==> src/hdl/searchable_fifo_queue_defines.svh <==
// ---------------------------------------------------------------------------
// Searchable FIFO queue assertion macros
// Shared property shorthands for the concurrent checks of the queue.
// ---------------------------------------------------------------------------
`ifndef SEARCHABLE_FIFO_QUEUE_DEFINES_SVH
`define SEARCHABLE_FIFO_QUEUE_DEFINES_SVH

// Same-cycle implication, disabled while reset is asserted
`define SFQ_ASSERT_IMPLIES(label, clk, rst_n, ante, cons, msg) \
	label: assert property (@(posedge clk) disable iff (!rst_n) (ante) |-> (cons)) \
		else $error(msg);

// Next-cycle implication, disabled while reset is asserted
`define SFQ_ASSERT_NEXT(label, clk, rst_n, ante, cons, msg) \
	label: assert property (@(posedge clk) disable iff (!rst_n) (ante) |=> (cons)) \
		else $error(msg);

`endif

==> src/hdl/sfq_pkg.sv <==
`timescale 1ns / 1ps
// ---------------------------------------------------------------------------
// sfq_pkg
// Types and codes shared by the queue controller, datapath and top level.
// ---------------------------------------------------------------------------
package sfq_pkg;

	// Fixed field widths of the transaction ports
	localparam int VAL_W = 32;
	localparam int POS_W = 4;
	localparam int OCC_W = 5;
	// Widest stored word, used for sign extension
	localparam int EXT_W = 64;

	typedef enum logic [1:0] {
		CMD_PUSH   = 2'd0,
		CMD_POP    = 2'd1,
		CMD_SEARCH = 2'd2
	} cmd_t;

	typedef enum logic [1:0] {
		ST_OK        = 2'd0,
		ST_EMPTY     = 2'd1,
		ST_FULL      = 2'd2,
		ST_NOT_FOUND = 2'd3
	} status_t;

	// Commands from controller to datapath
	typedef struct packed {
		logic    capture;
		logic    mem_wr;
		logic    rd_head;
		logic    rd_slot;
		logic    pop_commit;
		logic    srch_init;
		logic    srch_step;
		logic    res_set_status;
		status_t res_status;
		logic    res_set_pos;
		logic    load_out;
	} dp_ctl_t;

	// Status from datapath to controller
	typedef struct packed {
		cmd_t cmd;
		logic empty;
		logic full;
		logic match;
		logic last;
	} dp_sts_t;

endpackage

==> src/hdl/sfq_dp.sv <==
`timescale 1ns / 1ps
// ---------------------------------------------------------------------------
// sfq_dp
// Queue datapath: ring storage, pointers, search walker and result registers.
// ---------------------------------------------------------------------------
module sfq_dp
	import sfq_pkg::*;
#(
	parameter int DEPTH      = 16,
	parameter int DATA_WIDTH = 32
) (
	input  logic                    clk,
	input  logic                    arst_n,
	input  logic [1:0]              cmd,
	input  logic signed [VAL_W-1:0] value_in,
	input  dp_ctl_t                 ctl,
	output dp_sts_t                 sts,
	output logic [1:0]              status,
	output logic signed [VAL_W-1:0] value_out,
	output logic [POS_W-1:0]        position,
	output logic [OCC_W-1:0]        occupancy
);

	localparam int AW = $clog2(DEPTH);
	localparam int CW = $clog2(DEPTH + 1);

	logic [DATA_WIDTH-1:0] mem_q [DEPTH];
	logic [DATA_WIDTH-1:0] rd_data_q;
	logic [AW-1:0]         head_q;
	logic [AW-1:0]         tail_q;
	logic [CW-1:0]         count_q;
	logic [AW-1:0]         slot_q;
	logic [AW-1:0]         idx_q;
	cmd_t                  cmd_q;
	logic [DATA_WIDTH-1:0] key_q;
	status_t               res_status_q;
	logic [VAL_W-1:0]      res_value_q;
	logic [POS_W-1:0]      res_pos_q;
	status_t               out_status_q;
	logic [VAL_W-1:0]      out_value_q;
	logic [POS_W-1:0]      out_pos_q;
	logic [OCC_W-1:0]      out_occ_q;

	logic signed [EXT_W-1:0] key_wide;
	logic signed [EXT_W-1:0] pop_wide;
	logic [AW-1:0]           rd_addr;

	// Advance a ring slot, wrapping after the last entry
	function automatic logic [AW-1:0] ring_next(input logic [AW-1:0] slot);
		logic [AW-1:0] nxt;
		if (slot == AW'(DEPTH - 1)) begin
			nxt = '0;
		end else begin
			nxt = slot + AW'(1);
		end
		return nxt;
	endfunction

	// Widen the key to the stored width, and the popped word back to the port
	assign key_wide = EXT_W'(value_in);
	assign pop_wide = EXT_W'(signed'(rd_data_q));
	assign rd_addr  = ctl.rd_head ? head_q : slot_q;

	// Hold pointers and fill count
	always_ff @(posedge clk or negedge arst_n) begin
		if (!arst_n) begin
			head_q  <= '0;
			tail_q  <= '0;
			count_q <= '0;
		end else begin
			if (ctl.mem_wr) begin
				tail_q  <= ring_next(tail_q);
				count_q <= count_q + CW'(1);
			end
			if (ctl.pop_commit) begin
				head_q  <= ring_next(head_q);
				count_q <= count_q - CW'(1);
			end
		end
	end

	// Ring storage, single port with registered read
	always_ff @(posedge clk) begin
		if (ctl.mem_wr) begin
			mem_q[tail_q] <= key_q;
		end
		if (ctl.rd_head || ctl.rd_slot) begin
			rd_data_q <= mem_q[rd_addr];
		end
	end

	// Capture the transaction, walk the search and build the result
	always_ff @(posedge clk) begin
		if (ctl.capture) begin
			cmd_q        <= cmd_t'(cmd);
			key_q        <= key_wide[DATA_WIDTH-1:0];
			res_status_q <= ST_OK;
			res_value_q  <= '0;
			res_pos_q    <= '0;
		end
		if (ctl.res_set_status) begin
			res_status_q <= ctl.res_status;
		end
		if (ctl.pop_commit) begin
			res_value_q <= pop_wide[VAL_W-1:0];
		end
		if (ctl.srch_init) begin
			slot_q <= head_q;
			idx_q  <= '0;
		end
		if (ctl.srch_step) begin
			slot_q <= ring_next(slot_q);
			idx_q  <= idx_q + AW'(1);
		end
		if (ctl.res_set_pos) begin
			res_pos_q <= POS_W'(idx_q);
		end
		if (ctl.load_out) begin
			out_status_q <= res_status_q;
			out_value_q  <= res_value_q;
			out_pos_q    <= res_pos_q;
			out_occ_q    <= OCC_W'(count_q);
		end
	end

	// Report status to the controller
	assign sts.cmd   = cmd_q;
	assign sts.empty = (count_q == '0);
	assign sts.full  = (count_q == CW'(DEPTH));
	assign sts.match = (rd_data_q == key_q);
	assign sts.last  = ((CW'(idx_q) + CW'(1)) == count_q);

	// Drive the result ports from the output register
	assign status    = out_status_q;
	assign value_out = out_value_q;
	assign position  = out_pos_q;
	assign occupancy = out_occ_q;

endmodule

==> src/hdl/sfq_ctrl.sv <==
`timescale 1ns / 1ps
// ---------------------------------------------------------------------------
// sfq_ctrl
// Queue controller: sequences each transaction and owns both handshakes.
// ---------------------------------------------------------------------------
module sfq_ctrl
	import sfq_pkg::*;
(
	input  logic    clk,
	input  logic    arst_n,
	input  logic    in_valid,
	output logic    in_stall,
	output logic    out_valid,
	input  logic    out_stall,
	output dp_ctl_t ctl,
	input  dp_sts_t sts
);

	typedef enum logic [2:0] {
		S_IDLE,
		S_EXEC,
		S_POP,
		S_SRCH_RD,
		S_SRCH_CMP,
		S_RESULT
	} state_t;

	state_t state_q;
	state_t state_nxt;
	logic   out_valid_q;

	// Decode state into datapath commands
	always_comb begin
		ctl       = '0;
		state_nxt = state_q;
		case (state_q)
			S_IDLE: begin
				if (in_valid) begin
					ctl.capture = 1'b1;
					state_nxt   = S_EXEC;
				end
			end
			S_EXEC: begin
				state_nxt = S_RESULT;
				case (sts.cmd)
					CMD_PUSH: begin
						if (sts.full) begin
							ctl.res_set_status = 1'b1;
							ctl.res_status     = ST_FULL;
						end else begin
							ctl.mem_wr = 1'b1;
						end
					end
					CMD_POP: begin
						if (sts.empty) begin
							ctl.res_set_status = 1'b1;
							ctl.res_status     = ST_EMPTY;
						end else begin
							ctl.rd_head = 1'b1;
							state_nxt   = S_POP;
						end
					end
					CMD_SEARCH: begin
						if (sts.empty) begin
							ctl.res_set_status = 1'b1;
							ctl.res_status     = ST_EMPTY;
						end else begin
							ctl.srch_init = 1'b1;
							state_nxt     = S_SRCH_RD;
						end
					end
					default: begin
						// unused code: report ok, change nothing
					end
				endcase
			end
			S_POP: begin
				ctl.pop_commit = 1'b1;
				state_nxt      = S_RESULT;
			end
			S_SRCH_RD: begin
				ctl.rd_slot = 1'b1;
				state_nxt   = S_SRCH_CMP;
			end
			S_SRCH_CMP: begin
				if (sts.match) begin
					ctl.res_set_pos = 1'b1;
					state_nxt       = S_RESULT;
				end else if (sts.last) begin
					ctl.res_set_status = 1'b1;
					ctl.res_status     = ST_NOT_FOUND;
					state_nxt          = S_RESULT;
				end else begin
					ctl.srch_step = 1'b1;
					state_nxt     = S_SRCH_RD;
				end
			end
			S_RESULT: begin
				if (!out_valid_q || !out_stall) begin
					ctl.load_out = 1'b1;
					state_nxt    = S_IDLE;
				end
			end
			default: begin
				state_nxt = S_IDLE;
			end
		endcase
	end

	// Hold state and the output valid flag
	always_ff @(posedge clk or negedge arst_n) begin
		if (!arst_n) begin
			state_q     <= S_IDLE;
			out_valid_q <= 1'b0;
		end else begin
			state_q <= state_nxt;
			if (ctl.load_out) begin
				out_valid_q <= 1'b1;
			end else if (!out_stall) begin
				out_valid_q <= 1'b0;
			end
		end
	end

	assign in_stall  = (state_q != S_IDLE);
	assign out_valid = out_valid_q;

endmodule

==> src/hdl/searchable_fifo_queue.sv <==
// From acceptance to result valid, push, an unused code or an empty queue pass through
// S_EXEC and S_RESULT; pop adds S_POP; a search adds an S_SRCH_RD and S_SRCH_CMP pair
// for each entry that it compares, since the storage read is registered.
// The next transaction is taken in the cycle after the result is loaded; a stalled
// result lets at most one more transaction in.
// Reset (arst_n, asynchronous) empties the queue; stored words are not cleared.
`timescale 1ns / 1ps
// ---------------------------------------------------------------------------
// searchable_fifo_queue
// Bounded ring FIFO of signed words with push, pop and search-by-key.
// ---------------------------------------------------------------------------
`include "searchable_fifo_queue_defines.svh"

module searchable_fifo_queue
	import sfq_pkg::*;
#(
	parameter int DEPTH      = 16,
	parameter int DATA_WIDTH = 32
) (
	input  logic                    clk,
	input  logic                    arst_n,
	input  logic                    in_valid,
	output logic                    in_stall,
	input  logic [1:0]              cmd,
	input  logic signed [VAL_W-1:0] value_in,
	output logic                    out_valid,
	input  logic                    out_stall,
	output logic [1:0]              status,
	output logic signed [VAL_W-1:0] value_out,
	output logic [POS_W-1:0]        position,
	output logic [OCC_W-1:0]        occupancy
);

	dp_ctl_t ctl;
	dp_sts_t sts;

	// Sequence each transaction
	sfq_ctrl u_ctrl (
		.clk       (clk),
		.arst_n    (arst_n),
		.in_valid  (in_valid),
		.in_stall  (in_stall),
		.out_valid (out_valid),
		.out_stall (out_stall),
		.ctl       (ctl),
		.sts       (sts)
	);

	// Storage, pointers and result registers
	sfq_dp #(
		.DEPTH      (DEPTH),
		.DATA_WIDTH (DATA_WIDTH)
	) u_dp (
		.clk       (clk),
		.arst_n    (arst_n),
		.cmd       (cmd),
		.value_in  (value_in),
		.ctl       (ctl),
		.sts       (sts),
		.status    (status),
		.value_out (value_out),
		.position  (position),
		.occupancy (occupancy)
	);

	// Busy after every accepted transaction
	`SFQ_ASSERT_NEXT(a_busy_next, clk, arst_n, in_valid && !in_stall, in_stall, "not busy")
	// Never overwrite a pending result
	`SFQ_ASSERT_IMPLIES(a_load_free, clk, arst_n, ctl.load_out, !out_valid || !out_stall, "overwrite")
	// Never write into a full ring
	`SFQ_ASSERT_IMPLIES(a_push_room, clk, arst_n, ctl.mem_wr, !sts.full, "push when full")

endmodule
==> config.mk <==
export PLATFORM = sky130hd
export DESIGN_NAME = searchable_fifo_queue
export DESIGN_NICKNAME = d
export VERILOG_FILES = /design/src/hdl/sfq_pkg.sv /design/src/hdl/sfq_dp.sv /design/src/hdl/sfq_ctrl.sv /design/src/hdl/searchable_fifo_queue.sv
export VERILOG_INCLUDE_DIRS = /design/src /design/src/hdl
export SDC_FILE = /design/constraint.sdc
export NUM_CORES = 1
export LEC_CHECK = 0
export ABC_CLOCK_PERIOD_IN_PS = 9810
export BUFFER_PORTS_ARGS = -buffer_cell sky130_fd_sc_hd__buf_2
export CORE_MARGIN = 3
export CORE_UTILIZATION = 60
export DETAILED_ROUTE_END_ITERATION = 16
export PLACE_DENSITY = 0.89
export SLEW_MARGIN = 20
export SYNTH_ARGS = -nofsm -noshare
export SYNTH_HDL_FRONTEND = slang
export SYNTH_SLANG_ARGS = --single-unit
==> constraint.sdc <==
create_clock -name clk -period 9.81 [get_ports clk]
set_clock_uncertainty 0.1 [all_clocks]
set_input_delay 0.981 -clock clk [delete_from_list [all_inputs] [get_ports clk]]
set_output_delay 0.981 -clock clk [all_outputs]
set_load 0.02 [all_outputs]
==> results.json <==
{
  "syn-cell-area_sq_um": 29400,
  "synthCells": 2096,
  "gr-total-overflow": 0,
  "p_per_area_nw_per_um2": 283,
  "yosys.area_share.xor_xnor_pct": 1.37,
  "via_per_inst": 6.94,
  "htree_levels": 3,
  "firstDrtPassIters": 6,
  "synth_flop_cell": "edfxtp_1",
  "r2r-start": "u_dp.head_q[0]$_DFFE_PN0P_",
  "path_clk_slew_ps": 60,
  "post-route-drc-count": 0,
  "final_common_cell": "edfxtp_1",
  "syn_nets": 2149,
  "tightest_slew_ps": 1180,
  "fin_tns_setup_ps": 0,
  "grt_pass1_wl_um": 116000,
  "drive_gt1_share_pct": 16.5,
  "min_period_ps": 5160,
  "synth_edf_count": 667,
  "cts_buffers": 68,
  "gr-usage-all-layers_pct": 30.4,
  "netlist.area_leader.share_pct": 68.0,
  "grt_pass1_vias": 19400,
  "grt_setup_unrepaired": "false",
  "synth-compound-area-share_pct": 12.6,
  "vias": 19800,
  "synthSimpleGateAreaFrac_pct": 5.59,
  "reg2regPathDepth": 9,
  "end_kind": "flip-flop",
  "grt_max_degree": 156,
  "holdCritPathClass": "in2async",
  "path_class": "reg2reg",
  "clockBufferDepth": 3,
  "ir_worst_vdd_mv": 0.177,
  "maxSlewViolCount": 0,
  "final_core_utilization_pct": 67.5,
  "drt-wirelength-per-cell_um": 27.7,
  "finalCritPeriodShare_pct": 52.6,
  "die_area_sq_um": 51800,
  "regToRegSetupSlack_ps": 4650,
  "rr_endpoint": "u_dp.rd_data_q[23]$_DFFE_PP_",
  "hpwl_um": 42100,
  "synth_area_leaders": "edfxtp_1 68%, mux2_2 4.4%, a21oi_1 4.3%, o21ai_0 2.7%, mux2i_1 2.3%",
  "cts_sinks": 684,
  "antenna_found_initial": 6,
  "seq_area_frac_synth_pct": 69.5,
  "initial_core_util_pct": 61.2,
  "required_ps": 10180,
  "async_flop_share_pct": 2.49,
  "max_freq_mhz": 194,
  "hold_violations": 0,
  "syn2layout_area_growth_pct": 10.4,
  "synth_fa_ha_area_share_pct": 0.663,
  "synthMuxAreaShare_pct": 6.78,
  "numPortBuffers": 82,
  "cts_resized": 0,
  "max_slew_margin_pct": 21.3,
  "num-nets-final": 2190,
  "ys_ff_latch": 684,
  "drtIter0Drc": 3426,
  "critPathLaunchType": "flip-flop",
  "ios": 83,
  "ys_types": 53,
  "cts_root_buf": "clkbuf_16",
  "synth_top_family_by_area": "compound AO/OA/AOI/OAI gates",
  "crit_start": "u_dp.head_q[0]$_DFFE_PN0P_",
  "rows": 80,
  "cp_cell_sequence": "buf_4 -> inv_2 -> a211oi_4 -> buf_4 -> a21o_4 -> buf_4 -> a221oi_1 -> a311o_1 -> o211ai_1",
  "final_cell_mix": "667 x edfxtp_1, 249 x a21oi_1, 160 x o21ai_0",
  "drt-total-wl_um": 79000,
  "syn_area_per_cell_sq_um": 14.0,
  "cap_violations": 0,
  "cts_setup_buffers": 0,
  "hold_buffers": 0,
  "finalSetupViolations": 0,
  "die_h_um": 228,
  "status": "finished clean",
  "cellLeakagePower_uw": 0.0107,
  "cp_common_cell": "buf_4",
  "core_region_area_sq_um": 48100,
  "critPathMaxFanout": 94,
  "die_w_um": 228,
  "worstPathArrival_ps": 5530,
  "n_fill_cell": 3025,
  "clk_latency_ps": 620,
  "finalWeightedCongestion": 0.879,
  "synth_warnings": 0,
  "postRouteAntennaNets": 0,
  "critPathMaxStageDelay_ps": 940,
  "cts_tree": "built",
  "yosysTopAreaCell": "edfxtp_1",
  "slowest_stage": "buf_4"
}
logic make-up after synthesis:
family | after synthesis
compound gates | 622
xor+xnor | 46
fa+ha+maj | 15
buf+inv | 241
flops | 684
mux | 184
simple gates | 304
cell usage after synthesis, types with 2 or more instances:
cell,n
clkbuf_1,91
buf_1,3
and2b_1,3
nand2b_1,2
xor2_1,36
nor3_1,6
a21oi_1,251
o31ai_1,2
a211oi_1,43
nor2_1,26
o211ai_1,32
and2_1,45
nor2b_1,21
dfrtp_1,17
or3_1,67
buf_2,34
nand3_1,12
inv_1,95
a221oi_1,31
mux2i_1,69
buf_6,4
and3_1,9
mux2_2,114
a21oi_2,2
a21o_1,14
nand4_1,4
a311o_1,33
a31oi_1,5
o21ai_0,160
nor4_1,8
o22ai_1,44
buf_4,13
nand2_1,90
ha_1,14
edfxtp_1,667
and4_1,3
xnor2_1,10
per-layer routing:
layer / GRT usage, % / wire [um]
met5: 0 / 24
met4: 18.0 / 4610
met3: 9.13 / 11700
met2: 46.9 / 36100
met1: 38.6 / 26600
cell type report:
class | instances | area, sq um | area share, %
Antenna cell | 3 | 7.51 | 0.0231
Clock buffer | 84 | 1800 | 5.55
Clock inverter | 39 | 246 | 0.758
Inverter | 96 | 360 | 1.11
Multi-Input combinational cell | 1171 | 8100 | 24.9
Sequential cell | 684 | 20500 | 62.9
Tap cell | 656 | 821 | 2.53
Timing Repair Buffer | 116 | 703 | 2.16
power breakdown:
part / switching (uW) / internal (uW)
sequential: 338 / 3640
combinational: 1830 / 937
clock: 1080 / 1360
total: 3250 / 5940
sequential cells by signal (all words and copies together) (netlist names), 3 cells and up:
| signal | cells |
|---|---|
| u_dp.key_q | 32 |
| u_dp.res_value_q | 32 |
| u_dp.head_q | 4 |
| u_dp.occupancy | 5 |
| u_dp.position | 4 |
| u_dp.res_pos_q | 4 |
| u_dp.value_out | 32 |
| u_dp.count_q | 5 |
| u_dp.rd_data_q | 32 |
| u_dp.tail_q | 4 |
| u_dp.mem_q | 512 |
| u_ctrl.state_q | 3 |
| u_dp.slot_q | 4 |
| u_dp.idx_q | 4 |
stage by stage:
stage	instances	total power [uW]	worst slack, ps	hold WS, ps	instance area, sq um
floorplan	2096	5770	6010	300	29400
global placement	2721	6490	5150	302	30400
detailed placement	2722	6650	4970	305	30400
CTS	2845	9100	4870	191	32500
global route	2846	9480	4530	214	32500
finish	2849	9190	4650	191	32500
worst max-delay path by stage:
stage | to | slack, ps
CTS | u_dp.rd_data_q[23]$_DFFE_PP_ | 4870
global route | u_dp.rd_data_q[23]$_DFFE_PP_ | 4530
finish | u_dp.rd_data_q[23]$_DFFE_PP_ | 4650
floorplan | u_dp.rd_data_q[0]$_DFFE_PP_ | 6010
global placement | u_dp.rd_data_q[8]$_DFFE_PP_ | 5150
detailed placement | u_dp.rd_data_q[2]$_DFFE_PP_ | 4970
worst max-delay path, delay by kind of cell (launching register included):
family / cells / cell delay (ps)
compound gates: 5 / 1680
buf+inv: 4 / 2700
flops: 1 / 340
(Power assumes the default switching activity.)
